[config.mk]
export PLATFORM = sky130hd
export DESIGN_NAME = qslerp_queue
export DESIGN_NICKNAME = d
export VERILOG_FILES = /design/src/sv/qslerp_pkg.sv /design/src/sv/qslerp_queue.sv
export SDC_FILE = /design/constraint.sdc
export NUM_CORES = 1
export LEC_CHECK = 0
export BUFFER_PORTS_ARGS = -buffer_cell sky130_fd_sc_hd__buf_2
export CAP_MARGIN = 20
export CORE_MARGIN = 2
export CORE_UTILIZATION = 55
export DETAILED_ROUTE_END_ITERATION = 12
export PLACE_DENSITY = 0.77
export SLEW_MARGIN = 20
export SYNTH_ARGS = -nofsm -noshare
export SYNTH_HDL_FRONTEND = slang
export SYNTH_SLANG_ARGS = --single-unit
[constraint.sdc]
create_clock -name i_clk -period 15.8 [get_ports i_clk]
set_clock_uncertainty 0.15 [all_clocks]
set_input_delay 0.79 -clock i_clk [delete_from_list [all_inputs] [get_ports i_clk]]
set_output_delay 0.79 -clock i_clk [all_outputs]
set_load 0.1 [all_outputs]
[src/sv/qslerp_pkg.sv]
// Package: constants, types and the arctangent table for the quaternion slerp block.
`timescale 1ns / 1ps
`default_nettype none
package qslerp_pkg;
    localparam int FRAC_BITS    = 14;
    localparam int ONE          = 1 << FRAC_BITS;
    localparam int CORDIC_STEPS = 16;
    localparam int ANG_BITS     = 30;
    localparam int SQ_STEPS     = FRAC_BITS + 1;
    localparam int DIV_STEPS    = FRAC_BITS + 1;
    localparam int CORDIC_GAIN  = 652032874;
    localparam int EPS_RESET    = 8;

    typedef struct packed {
        logic [3:0][16:0] a;
        logic [3:0][15:0] b;
        logic [14:0]      t;
        logic [14:0]      dot;
        logic             lin;
    } t_cls;

    function automatic logic signed [32:0] atan_q30(input int i);
        logic signed [32:0] v;
        case (i)
            0:       v = 33'sd843314856;
            1:       v = 33'sd497837829;
            2:       v = 33'sd263043836;
            3:       v = 33'sd133525158;
            4:       v = 33'sd67021686;
            5:       v = 33'sd33543515;
            6:       v = 33'sd16775850;
            7:       v = 33'sd8388437;
            8:       v = 33'sd4194282;
            9:       v = 33'sd2097149;
            10:      v = 33'sd1048575;
            11:      v = 33'sd524287;
            12:      v = 33'sd262143;
            13:      v = 33'sd131071;
            14:      v = 33'sd65535;
            15:      v = 33'sd32767;
            16:      v = 33'sd16383;
            17:      v = 33'sd8191;
            18:      v = 33'sd4095;
            19:      v = 33'sd2047;
            20:      v = 33'sd1023;
            21:      v = 33'sd511;
            22:      v = 33'sd255;
            23:      v = 33'sd127;
            default: v = 33'sd0;
        endcase
        return v;
    endfunction
endpackage
`default_nettype wire

[src/sv/qslerp_queue.sv]
// Queue: four-entry buffer of classified items between front and back end.
`timescale 1ns / 1ps
`default_nettype none
module qslerp_queue (
    input  wire                  i_clk,
    input  wire                  i_rst_n,
    input  wire                  i_push,
    input  qslerp_pkg::t_cls     i_item,
    output logic                 o_full,
    input  wire                  i_pop,
    output logic                 o_valid,
    output qslerp_pkg::t_cls     o_item
);
    import qslerp_pkg::*;

    t_cls        r_mem [4];
    logic [1:0]  r_wp, r_rp;
    logic [2:0]  r_cnt;
    logic        do_pop;

    assign o_full  = r_cnt == 3'd4;
    assign o_valid = r_cnt != 3'd0;
    assign o_item  = r_mem[r_rp];
    assign do_pop  = i_pop && o_valid;

    always_ff @(posedge i_clk) begin
        if (!i_rst_n) begin
            r_wp  <= '0;
            r_rp  <= '0;
            r_cnt <= '0;
        end else begin
            if (i_push) begin
                r_wp <= r_wp + 2'd1;
            end
            if (do_pop) begin
                r_rp <= r_rp + 2'd1;
            end
            r_cnt <= r_cnt + {2'b0, i_push} - {2'b0, do_pop};
        end
    end

    always_ff @(posedge i_clk) begin
        if (i_push) begin
            r_mem[r_wp] <= i_item;
        end
    end
endmodule
`default_nettype wire

==> results.md <==
- Once the floorplan was initialized, standard cells occupied a little under three fifths of the core.
- The number of antenna violations at the first check in global routing is 14.
- In the global route stage, overall resource usage came out at approximately 20%.
- The first detailed-routing pass ran for 4 iterations.
- The CTS sink count is 661.
- The aggregate global routing overflow is 0.
- Routability-driven placement finished with a final weighted congestion of 0.7354.
- The number of max-cap violations is 0.
- The hold-fix buffer count after cts is 0.
- The number of distinct library cell variants in the gate-level netlist after synthesis is 22.
- The core area is roughly 43000 um^2.
- During I/O placement, the number of pins put on the boundary was between 300 and 400.
- Data on the critical path is required at its endpoint by 14860 ps.
- The routed via count is 10740.
- The signal on the critical path passes through buf_4 -> buf_4 -> mux4_2 -> buf_2.
- The utilization after layout is 65.80%.
- The worst setup path is captured at a primary output.
- The startpoint-to-endpoint class of the critical path is reg2out.
- The classification of the worst-slack hold path is in2reg.
- For this run, the number of Yosys warnings is 0.
- The vias per cell is 5.592.
- The floorplan step set the die height to 212.7 um.
- The worst vdd rail ir drop is approximately 0.22 mV.
- Summed over all cells, the static leakage comes to about 9.5 nW.
- For this design the ratio of total power to cell area is 182.0 nW/um^2.
- The buffer levels on the longest clock path is 3.
- Once layout is done, the placed cells without fillers occupy roughly 28000 um^2.
- The pin count of the biggest net entering global routing is between 100 and 150.
- Of all nets on the critical path, the largest fanout is 48.
- The cell sitting at the root of the clock tree is a sky130_fd_sc_hd__clkbuf_16.
- Detailed placement finished with a half-perimeter wire length of about 26000 um.
- The library cell used most frequently in the layout, excluding fill and tap cells, is sky130_fd_sc_hd__edfxtp_1.
- The number of H-tree levels is 3.
- Counting stages on the worst path, the most repeated cell is sky130_fd_sc_hd__buf_4.
- In this run the mean area of a mapped cell was ~27 um^2.
- The number of nets produced by synthesis is ~1100.
- The number of antenna-violating nets in the routed design is 0.
- The final layout contains around 1400 nets.
- The category of the worst setup path launch point is a flop.
- The clock transition at the register clock pins on the worst setup and hold paths after CTS is ~60 ps.
- The number of failing setup endpoints in the final timing report is 0.
- The worst-skew pair later-pin latency is roughly 550 ps.
- The cell at the slowest stage of the critical path is sky130_fd_sc_hd__buf_4.
- The final-layout fill cell count is 2727.
- The portion of the post-synthesis area used by sequential elements is 82.47%.
- The die covers 45250 um^2.
- The post-cts repair resize count is 0.
- Setup repair after global routing left no endpoint under its margin.
- The via count of the first global-routing pass is between 10000 and 15000.
- The routed design could run at a clock period as short as approximately 5000 ps.
- The post-synthesis sequential element count is 661.
- The final number of max-transition violations is 0.
- In the final routed layout, each cell accounts on average for ~23 um.
- In this run the tool buffered the top-level ports with 331 buffer cells.
- The post-CTS setup repair buffer count is 0.
- Data arrives at the worst endpoint at roughly 4000 ps.
- The gate count after technology mapping is 896.
- Summing all placed instances gives a cell area of approximately 26000 um^2.
- The DRC violations left is 0.
- For this run, the slowest stage of the critical path takes 870 ps.
- Timing would allow up to around 200 MHz.
- Leaving out filler cells and counting taps, the final layout contains between 1500 and 2000.
- The number of placed cells counting well taps is 1788.
- The die width is around 210 um.
- TritonCTS built the clock tree.
- Clock tree synthesis inserted a total of 67 buffers.
- The first global-routing pass estimated 66120 um of wire.
- The actual slew at the worst max-slew pin is between 900 and 1000 ps.
- The total number of placement rows is 76.
- The iteration-0 DRC count of the detailed router is 745.
- Summed over all layers, the routed wires come to between 40000 and 50000 um.
- The share of final-layout standard cells stronger than drive strength 1 is 45.69%.
- The worst max-slew margin expressed relative to the limit is between 30 and 40%.
- The run finished with clean final reports.
- In the layout the commonest cells are sky130_fd_sc_hd__edfxtp_1, sky130_fd_sc_hd__buf_2, sky130_fd_sc_hd__mux4_2.
- The post-synthesis cell area is about 24000 um^2.
- The aggregate negative setup slack is 0 ps.
- Of the available clock period, the critical path in the final layout requires approximately a third.
- From synthesis to final layout, the design area changed by 18.30%.
- The number of hold-slack violations in the final timing report came to 0.
[final cells by class]
class / instances / area [um^2] / area share [%]
Antenna cell: 11 / 27.53 / 0.09712
Clock buffer: 83 / 1779 / 6.278
Clock inverter: 36 / 242.7 / 0.8564
Inverter: 6 / 22.52 / 0.07946
Multi-Input combinational cell: 193 / 3954 / 13.95
Sequential cell: 661 / 19770 / 69.74
Tap cell: 585 / 732.0 / 2.583
Timing Repair Buffer: 345 / 1818 / 6.414
[report_power, final]
| part | total, W | leakage [nW] | switching, W | internal, W |
|---|---|---|---|---|
| clock network | 0.00145 | 0.980 | 0.000611 | 0.000834 |
| registers | 0.00207 | 6.06 | 0.0000473 | 0.00202 |
| logic | 0.00165 | 2.42 | 0.00130 | 0.000346 |
[layer usage]
metal	GRT usage (%)	up-vias	wire (um)
met5	0	-	76
met4	6.438	12	820
met3	7.222	67	4479
met2	30.28	409	21430
met1	26.82	5592	17650
li1	-	4657	-
[metrics by stage]
step                hold slack [ps]  power, W  setup slack (ps)
floorplan                     298.9  0.003530             10610
global placement              299.0  0.003751             11140
detailed placement            331.5  0.003763             11140
CTS                           244.2  0.005207             10540
global route                  258.8  0.005319             10300
finish                        274.7  0.005159             10740
[sequential cells by signal (all words and copies together), names as in the netlist, named ones only]
signal,flops
r_mem,652
r_cnt,3
r_rp,2
r_wp,2
[critical path, delay by kind of cell, from the launching register on]
kind     cells  cell delay [ps]
flops        1              850
buf+inv      3             1920
mux          1              640
[cells by family after synthesis]
kind of cell               synth area share [%]
AOI/OAI and AO/OA                       0.07313
xor gates and xnor gates                 0.1306
adders and majority gates                0.3969
buffers and inverters                     1.065
DFF                                       82.47
muxes                                     15.49
and+or+nand+nor                          0.3709
[cell usage after synthesis, drive strengths merged]
cell	number	area, um^2
and2	8	50.05
xnor3	1	22.52
nand2	2	7.510
buf	33	221.5
mux2i	4	40.04
fa	1	20.02
o311ai	1	8.760
mux4	163	3671
nor2b	1	6.260
ha	6	75.07
and3	1	6.260
edfxtp	652	19580
or3	1	6.260
clkbuf	3	11.26
xor2	1	8.760
o31a	1	8.760
inv	6	22.52
dfxtp	9	180.2
nand2b	2	12.51
[path summary, 6_finish.rpt]
path	endpoint	slack, ps	cells after the start	start
setup / recovery	o_item[103]	10740	4	flop
hold / removal	r_mem[1][50]	270	1	i_item[50]
setup reg to reg	r_mem[2][161]	13220	4	r_wp[0]
hold reg to reg	flop	340	2	r_rp[1]
Note: power is estimated with default switching activity, not from simulation.
