$ cat config.mk
export PLATFORM = sky130hd
export DESIGN_NAME = qslerp_front_flat
export DESIGN_NICKNAME = d
export VERILOG_FILES = /design/src/sv/qslerp_pkg.sv /design/src/sv/qslerp_if.sv /design/src/sv/qslerp_front.sv /design/src/flat_wrapper.sv
export SDC_FILE = /design/constraint.sdc
export NUM_CORES = 2
export LEC_CHECK = 0
export BUFFER_PORTS_ARGS = -buffer_cell sky130_fd_sc_hd__buf_2
export CAP_MARGIN = 20
export CORE_UTILIZATION = 58
export DETAILED_ROUTE_END_ITERATION = 8
export PLACE_DENSITY = 0.76
export SLEW_MARGIN = 20
export SYNTH_ARGS = -nofsm -noshare
export SYNTH_HDL_FRONTEND = slang
export SYNTH_SLANG_ARGS = --single-unit
$ cat constraint.sdc
create_clock -name i_clk -period 15.7 [get_ports i_clk]
set_input_delay 3.14 -clock i_clk [delete_from_list [all_inputs] [get_ports i_clk]]
set_output_delay 3.14 -clock i_clk [all_outputs]
set_load 0.01 [all_outputs]
$ cat src/sv/qslerp_pkg.sv
// Package: constants, types and the arctangent table for the quaternion slerp block.
`timescale 1ns / 1ps
`default_nettype none
package qslerp_pkg;
    localparam int FRAC_BITS    = 14;
    localparam int ONE          = 1 << FRAC_BITS;
    localparam int CORDIC_STEPS = 16;
    localparam int ANG_BITS     = 30;
    localparam int SQ_STEPS     = FRAC_BITS + 1;
    localparam int DIV_STEPS    = FRAC_BITS + 1;
    localparam int CORDIC_GAIN  = 652032874;
    localparam int EPS_RESET    = 8;

    typedef struct packed {
        logic [3:0][16:0] a;
        logic [3:0][15:0] b;
        logic [14:0]      t;
        logic [14:0]      dot;
        logic             lin;
    } t_cls;

    function automatic logic signed [32:0] atan_q30(input int i);
        logic signed [32:0] v;
        case (i)
            0:       v = 33'sd843314856;
            1:       v = 33'sd497837829;
            2:       v = 33'sd263043836;
            3:       v = 33'sd133525158;
            4:       v = 33'sd67021686;
            5:       v = 33'sd33543515;
            6:       v = 33'sd16775850;
            7:       v = 33'sd8388437;
            8:       v = 33'sd4194282;
            9:       v = 33'sd2097149;
            10:      v = 33'sd1048575;
            11:      v = 33'sd524287;
            12:      v = 33'sd262143;
            13:      v = 33'sd131071;
            14:      v = 33'sd65535;
            15:      v = 33'sd32767;
            16:      v = 33'sd16383;
            17:      v = 33'sd8191;
            18:      v = 33'sd4095;
            19:      v = 33'sd2047;
            20:      v = 33'sd1023;
            21:      v = 33'sd511;
            22:      v = 33'sd255;
            23:      v = 33'sd127;
            default: v = 33'sd0;
        endcase
        return v;
    endfunction
endpackage
`default_nettype wire

$ cat src/sv/qslerp_if.sv
// Interfaces: input and result channels of the quaternion slerp block.
`timescale 1ns / 1ps
`default_nettype none
interface qslerp_in_if;
    logic               valid;
    logic               ready;
    logic signed [15:0] first_x;
    logic signed [15:0] first_y;
    logic signed [15:0] first_z;
    logic signed [15:0] first_w;
    logic signed [15:0] second_x;
    logic signed [15:0] second_y;
    logic signed [15:0] second_z;
    logic signed [15:0] second_w;
    logic [14:0]        fraction;

    modport source (output valid, first_x, first_y, first_z, first_w,
                    second_x, second_y, second_z, second_w, fraction, input ready);
    modport sink (input valid, first_x, first_y, first_z, first_w,
                  second_x, second_y, second_z, second_w, fraction, output ready);
endinterface

`default_nettype wire

$ cat src/sv/qslerp_front.sv
// Front end: dot product, sign fold, fraction clamp and linear/spherical classification.
`timescale 1ns / 1ps
`default_nettype none
module qslerp_front (
    input  wire                  i_clk,
    input  wire                  i_rst_n,
    qslerp_in_if.sink            i_in_ch,
    input  wire                  i_cfg_we,
    input  wire [14:0]           i_cfg_wdata,
    input  wire                  i_full,
    output logic                 o_push,
    output qslerp_pkg::t_cls     o_item
);
    import qslerp_pkg::*;

    logic [14:0]        r_eps;
    logic               r_v1, r_v2;
    logic [3:0][31:0]   r_prod;
    logic [3:0][15:0]   r_a1, r_b1;
    logic [14:0]        r_t1;
    t_cls               r_item;
    t_cls               n_item;
    logic               adv;
    logic [15:0]        in_a [4];
    logic [15:0]        in_b [4];
    logic [14:0]        t_sat;
    logic signed [33:0] p_sum;
    logic [33:0]        p_abs;
    logic [19:0]        dot_w;
    logic               neg;

    assign adv            = !r_v2 || !i_full;
    assign i_in_ch.ready  = adv;
    assign o_push         = r_v2 && !i_full;
    assign o_item         = r_item;

    always_comb begin
        in_a[0] = i_in_ch.first_x;
        in_a[1] = i_in_ch.first_y;
        in_a[2] = i_in_ch.first_z;
        in_a[3] = i_in_ch.first_w;
        in_b[0] = i_in_ch.second_x;
        in_b[1] = i_in_ch.second_y;
        in_b[2] = i_in_ch.second_z;
        in_b[3] = i_in_ch.second_w;
        t_sat   = (i_in_ch.fraction > 15'(ONE)) ? 15'(ONE) : i_in_ch.fraction;
    end

    always_comb begin
        p_sum = '0;
        for (int k = 0; k < 4; k++) begin
            p_sum = p_sum + 34'($signed(r_prod[k]));
        end
        neg   = p_sum[33];
        p_abs = neg ? 34'(-p_sum) : 34'(p_sum);
        dot_w = p_abs[33:FRAC_BITS];
        n_item = '0;
        for (int k = 0; k < 4; k++) begin
            n_item.a[k] = neg ? 17'(-$signed({r_a1[k][15], r_a1[k]}))
                              : {r_a1[k][15], r_a1[k]};
            n_item.b[k] = r_b1[k];
        end
        n_item.t   = r_t1;
        n_item.dot = (dot_w > 20'(ONE)) ? 15'(ONE) : dot_w[14:0];
        n_item.lin = ({1'b0, n_item.dot} + {1'b0, r_eps}) >= 16'(ONE);
    end

    always_ff @(posedge i_clk) begin
        if (!i_rst_n) begin
            r_eps <= 15'(EPS_RESET);
            r_v1  <= 1'b0;
            r_v2  <= 1'b0;
        end else begin
            if (i_cfg_we) begin
                r_eps <= i_cfg_wdata;
            end
            if (adv) begin
                r_v1 <= i_in_ch.valid;
                r_v2 <= r_v1;
            end
        end
    end

    always_ff @(posedge i_clk) begin
        if (adv) begin
            for (int k = 0; k < 4; k++) begin
                r_prod[k] <= 32'($signed(in_a[k]) * $signed(in_b[k]));
                r_a1[k]   <= in_a[k];
                r_b1[k]   <= in_b[k];
            end
            r_t1   <= t_sat;
            r_item <= n_item;
        end
    end
endmodule
`default_nettype wire

$ cat src/flat_wrapper.sv
// flat-port wrapper written by rule: the top's interface ports become plain ports
module qslerp_front_flat import qslerp_pkg::*;
  (i_clk, i_rst_n, i_cfg_we, i_cfg_wdata, i_full, o_push, o_item, i_in_ch_valid, i_in_ch_first_x, i_in_ch_first_y, i_in_ch_first_z, i_in_ch_first_w, i_in_ch_second_x, i_in_ch_second_y, i_in_ch_second_z, i_in_ch_second_w, i_in_ch_fraction, i_in_ch_ready);
  qslerp_in_if i_in_ch_i ();
  input  wire i_clk;
  input  wire i_rst_n;
  input  wire i_cfg_we;
  input  wire [14:0] i_cfg_wdata;
  input  wire i_full;
  output logic o_push;
  output qslerp_pkg::t_cls o_item;
  input wire logic [$bits(i_in_ch_i.valid)-1:0] i_in_ch_valid;
  input wire logic [$bits(i_in_ch_i.first_x)-1:0] i_in_ch_first_x;
  input wire logic [$bits(i_in_ch_i.first_y)-1:0] i_in_ch_first_y;
  input wire logic [$bits(i_in_ch_i.first_z)-1:0] i_in_ch_first_z;
  input wire logic [$bits(i_in_ch_i.first_w)-1:0] i_in_ch_first_w;
  input wire logic [$bits(i_in_ch_i.second_x)-1:0] i_in_ch_second_x;
  input wire logic [$bits(i_in_ch_i.second_y)-1:0] i_in_ch_second_y;
  input wire logic [$bits(i_in_ch_i.second_z)-1:0] i_in_ch_second_z;
  input wire logic [$bits(i_in_ch_i.second_w)-1:0] i_in_ch_second_w;
  input wire logic [$bits(i_in_ch_i.fraction)-1:0] i_in_ch_fraction;
  output wire logic [$bits(i_in_ch_i.ready)-1:0] i_in_ch_ready;
  assign i_in_ch_i.valid = i_in_ch_valid;
  assign i_in_ch_i.first_x = i_in_ch_first_x;
  assign i_in_ch_i.first_y = i_in_ch_first_y;
  assign i_in_ch_i.first_z = i_in_ch_first_z;
  assign i_in_ch_i.first_w = i_in_ch_first_w;
  assign i_in_ch_i.second_x = i_in_ch_second_x;
  assign i_in_ch_i.second_y = i_in_ch_second_y;
  assign i_in_ch_i.second_z = i_in_ch_second_z;
  assign i_in_ch_i.second_w = i_in_ch_second_w;
  assign i_in_ch_i.fraction = i_in_ch_fraction;
  assign i_in_ch_ready = i_in_ch_i.ready;
  qslerp_front u_core (.i_clk(i_clk), .i_rst_n(i_rst_n), .i_in_ch(i_in_ch_i), .i_cfg_we(i_cfg_we), .i_cfg_wdata(i_cfg_wdata), .i_full(i_full), .o_push(o_push), .o_item(o_item));
endmodule
==> out/results.ini <==
[clock_tree]
h-tree-depth = 2
cts.reportedPaths.clkPinSlew_ns = 0.06
cts_setup_buffers = 0
ctsResizeCount = 0
cts_tree = yes
cts_max_path_buffers = 3
numCtsBuffers = 53
clock_sinks = 451
hold_buffers = 0
root_buffer = clkbuf_16
clock_latency_ns = 0.66

[critical_path]
rr_worst_depth = 33
path_class = in2reg
crit_path_start_kind = primary input
critPathArrivalTime_ns = 9.82
reg2reg_slack_ns = 6.57
end_kind = register
cp.required_ns = 16.10
rr_endpoint = u_core.o_item[0]
critPathMaxFanout = 17
rr_startpoint = u_core.r_prod[33]

[timing]
fin_tns_setup_ns = 0
hold_viol = 0
drv_slew = 0
period_needed_ns = 9.42
clock.fmax_ghz = 0.106
setup_violations = 0
worst_slew_pin_slew_ns = 1.07
post-route-period-util = 0.600
rsz0062_at_grt = no
clock_skew_ns = 0.0296
slew_headroom = 0.278

[yosys]
yosysSeqAreaShare = 0.227
synth-adder-area-share = 0.460
synthesis.nets = 7316
synthXorXnorAreaFrac = 0.0347
synth_edf_count = 434
synthCells = 5659
synth_compound_area_frac = 0.0511
synth-simple-area-share = 0.129
async_reset_ff_frac = 0
synthesis.area_mm2 = 0.0588
synth_cell_types = 78
netlist.area_leader.share = 0.379
synthMuxAreaShare = 0.00358
synth_seq_cells = 451
synth_area_leader_cell = fa_1
avgSynthCellArea_um2 = 10.4
synth_area_leaders = fa_1 38%, edfxtp_1 22%, inv_1 8.4%
synth_top_family_by_area = adder cells
synthFlopType = edfxtp_1
synth-warning-count = 0

[global_route]
grt_pass1_wl_mm = 229
grt_overflow = 0
track_usage = 0.287
first_global_vias = 43100
grt_antenna_before_repair = 4
grt_max_degree = 138

[drt]
vias = 39900
viasPerCell = 5.47
first_iter_violations = 2756
drt_pre_antenna_iters = 6
drc_errors = 0
wl_per_cell_um = 19.3
wl_mm = 141
antenna_left = 0

[floorplan]
core.rowCount = 116
die_y_um = 320
start_util = 0.586
die_w_um = 320
boundaryPins = 328
core_area_mm2 = 0.100
die-area_mm2 = 0.103

[flow_run]
cap_violations = 0

[placement]
hpwl_mm = 112
gp_congestion = 0.921
portBuffers = 327

[finish]
synthToLayoutAreaGrowth_pct = 7.71
final_nets = 7542
layout-drive-gt1-share = 0.0757
fin_util = 0.631

[min_path]
hold_depth = 0
whs_endpoint = u_core.o_item[88]
min_from = u_core.n_item[88]
hold_path.class = reg2reg

[outcome]
status = finished clean

[registers in the layout, summed over array words and instances, names as in the netlist]
signal	cells
u_core.o_item	163
u_core.r_v1	1
u_core.r_eps	15
u_core.r_v2	1
u_core.r_a1	64
u_core.r_prod	128
u_core.r_t1	15
u_core.n_item	64
[routing by layer]
layer,wire length (um),vias to the layer above,share of wire,GRT usage
li1,-,17800,-,-
met1,56300,20400,0.40,0.373
met2,70100,1369,0.50,0.490
met3,9280,315,0.066,0.0473
met4,4910,4,0.035,0.0992
met5,21,-,0.00015,0
[cells in the mapped netlist, types with 21 or more instances]
| cell type | count |
|---|---|
| o21a_1 | 22 |
| xor2_1 | 56 |
| and2_1 | 413 |
| a21oi_1 | 141 |
| edfxtp_1 | 434 |
| o21ai_0 | 88 |
| fa_1 | 1114 |
| a21o_1 | 54 |
| nor2_1 | 133 |
| clkbuf_1 | 155 |
| inv_1 | 1308 |
| nor3_1 | 46 |
| xnor2_1 | 177 |
| ha_1 | 380 |
| or3_1 | 27 |
| nand2b_1 | 85 |
| mux2i_1 | 21 |
| nand3_1 | 37 |
| nor2b_1 | 50 |
| nand2_1 | 652 |
[cell usage in the layout (no fill, tap or decap), drive strengths merged, types with 7 or more instances in the layout]
cell type,n
dfxtp,17
nor3,46
fa,1114
nor4,13
o31ai,16
o41ai,14
edfxtp,434
nand3,37
xnor2,177
or3,28
o211ai,15
o21a,22
nor2b,50
buf,334
nand4,12
ha,380
o21bai,16
nand2b,85
nand2,652
clkinv,24
clkbuf,57
o21ai,91
and2,414
a31oi,16
or2,7
and3,12
a21oi,141
xor2,56
a211oi,15
nor2,143
a21o,54
inv,1314
mux2i,21
[kinds of logic after synthesis]
| family | Yosys count |
|---|---|
| buf+inv | 1471 |
| xor+xnor | 233 |
| mux | 21 |
| flops | 451 |
| simple gates | 1526 |
| fa+ha+maj | 1494 |
| compound gates | 463 |
[how the worst max path moves through the flow]
| stage | cells past startpoint | startpoint | slack (ns) | to |
|---|---|---|---|---|
| 2_1_floorplan | 1 | i_full | 0.28 | i_in_ch_ready |
| 3_3_place_gp | 22 | i_in_ch_first_z[10] | 5.88 | u_core.r_prod[94] |
| 3_5_place_dp | 22 | i_in_ch_first_z[10] | 5.68 | u_core.r_prod[94] |
| 4_1_cts | 22 | i_in_ch_first_z[10] | 6.38 | u_core.r_prod[94] |
| 5_1_grt | 33 | u_core.r_prod[33] | 5.91 | u_core.o_item[0] |
| 6_report | 22 | i_in_ch_first_z[10] | 6.28 | u_core.r_prod[94] |
[worst max-delay path: stages]
cell	delay [ns]
buf_2	0.34
nand2_1	0.14
fa_1	0.55
inv_1	0.06
fa_1	0.54
inv_1	0.06
fa_1	0.48
fa_1	0.55
inv_1	0.05
fa_1	0.47
inv_1	0.05
fa_1	0.47
inv_1	0.06
ha_1	0.21
a2111oi_0	0.60
nor3_1	0.22
o41ai_1	0.75
a211oi_1	0.20
or3_1	0.43
a21oi_1	0.16
o21ai_0	0.12
xor2_1	0.16
[stage by stage]
stage	setup slack [ns]	hold WS, ns	instance area [um2]	std cells
after floorplan	0.278	0.400	58800	5659
after global placement	5.88	0.400	61600	7187
after detailed placement	5.68	0.405	61600	7187
after CTS	6.38	0.416	63300	7285
after global routing	5.91	0.421	63300	7285
final	6.28	0.416	63300	7287
[layout make-up]
| type | instances | area (um2) |
|---|---|---|
| Inverter | 1308 | 4910 |
| Sequential cell | 451 | 13400 |
| Fill cell | 8058 | 37000 |
| Multi-Input combinational cell | 3737 | 39900 |
| Clock buffer | 57 | 1340 |
| Clock inverter | 41 | 399 |
| Antenna cell | 2 | 5.00 |
| Timing Repair Buffer | 334 | 1700 |
| Tap cell | 1357 | 1700 |
Power is left out: the tool's default activity adds up to more than one toggle a clock period on the data nets, which glitch-free logic cannot reach.
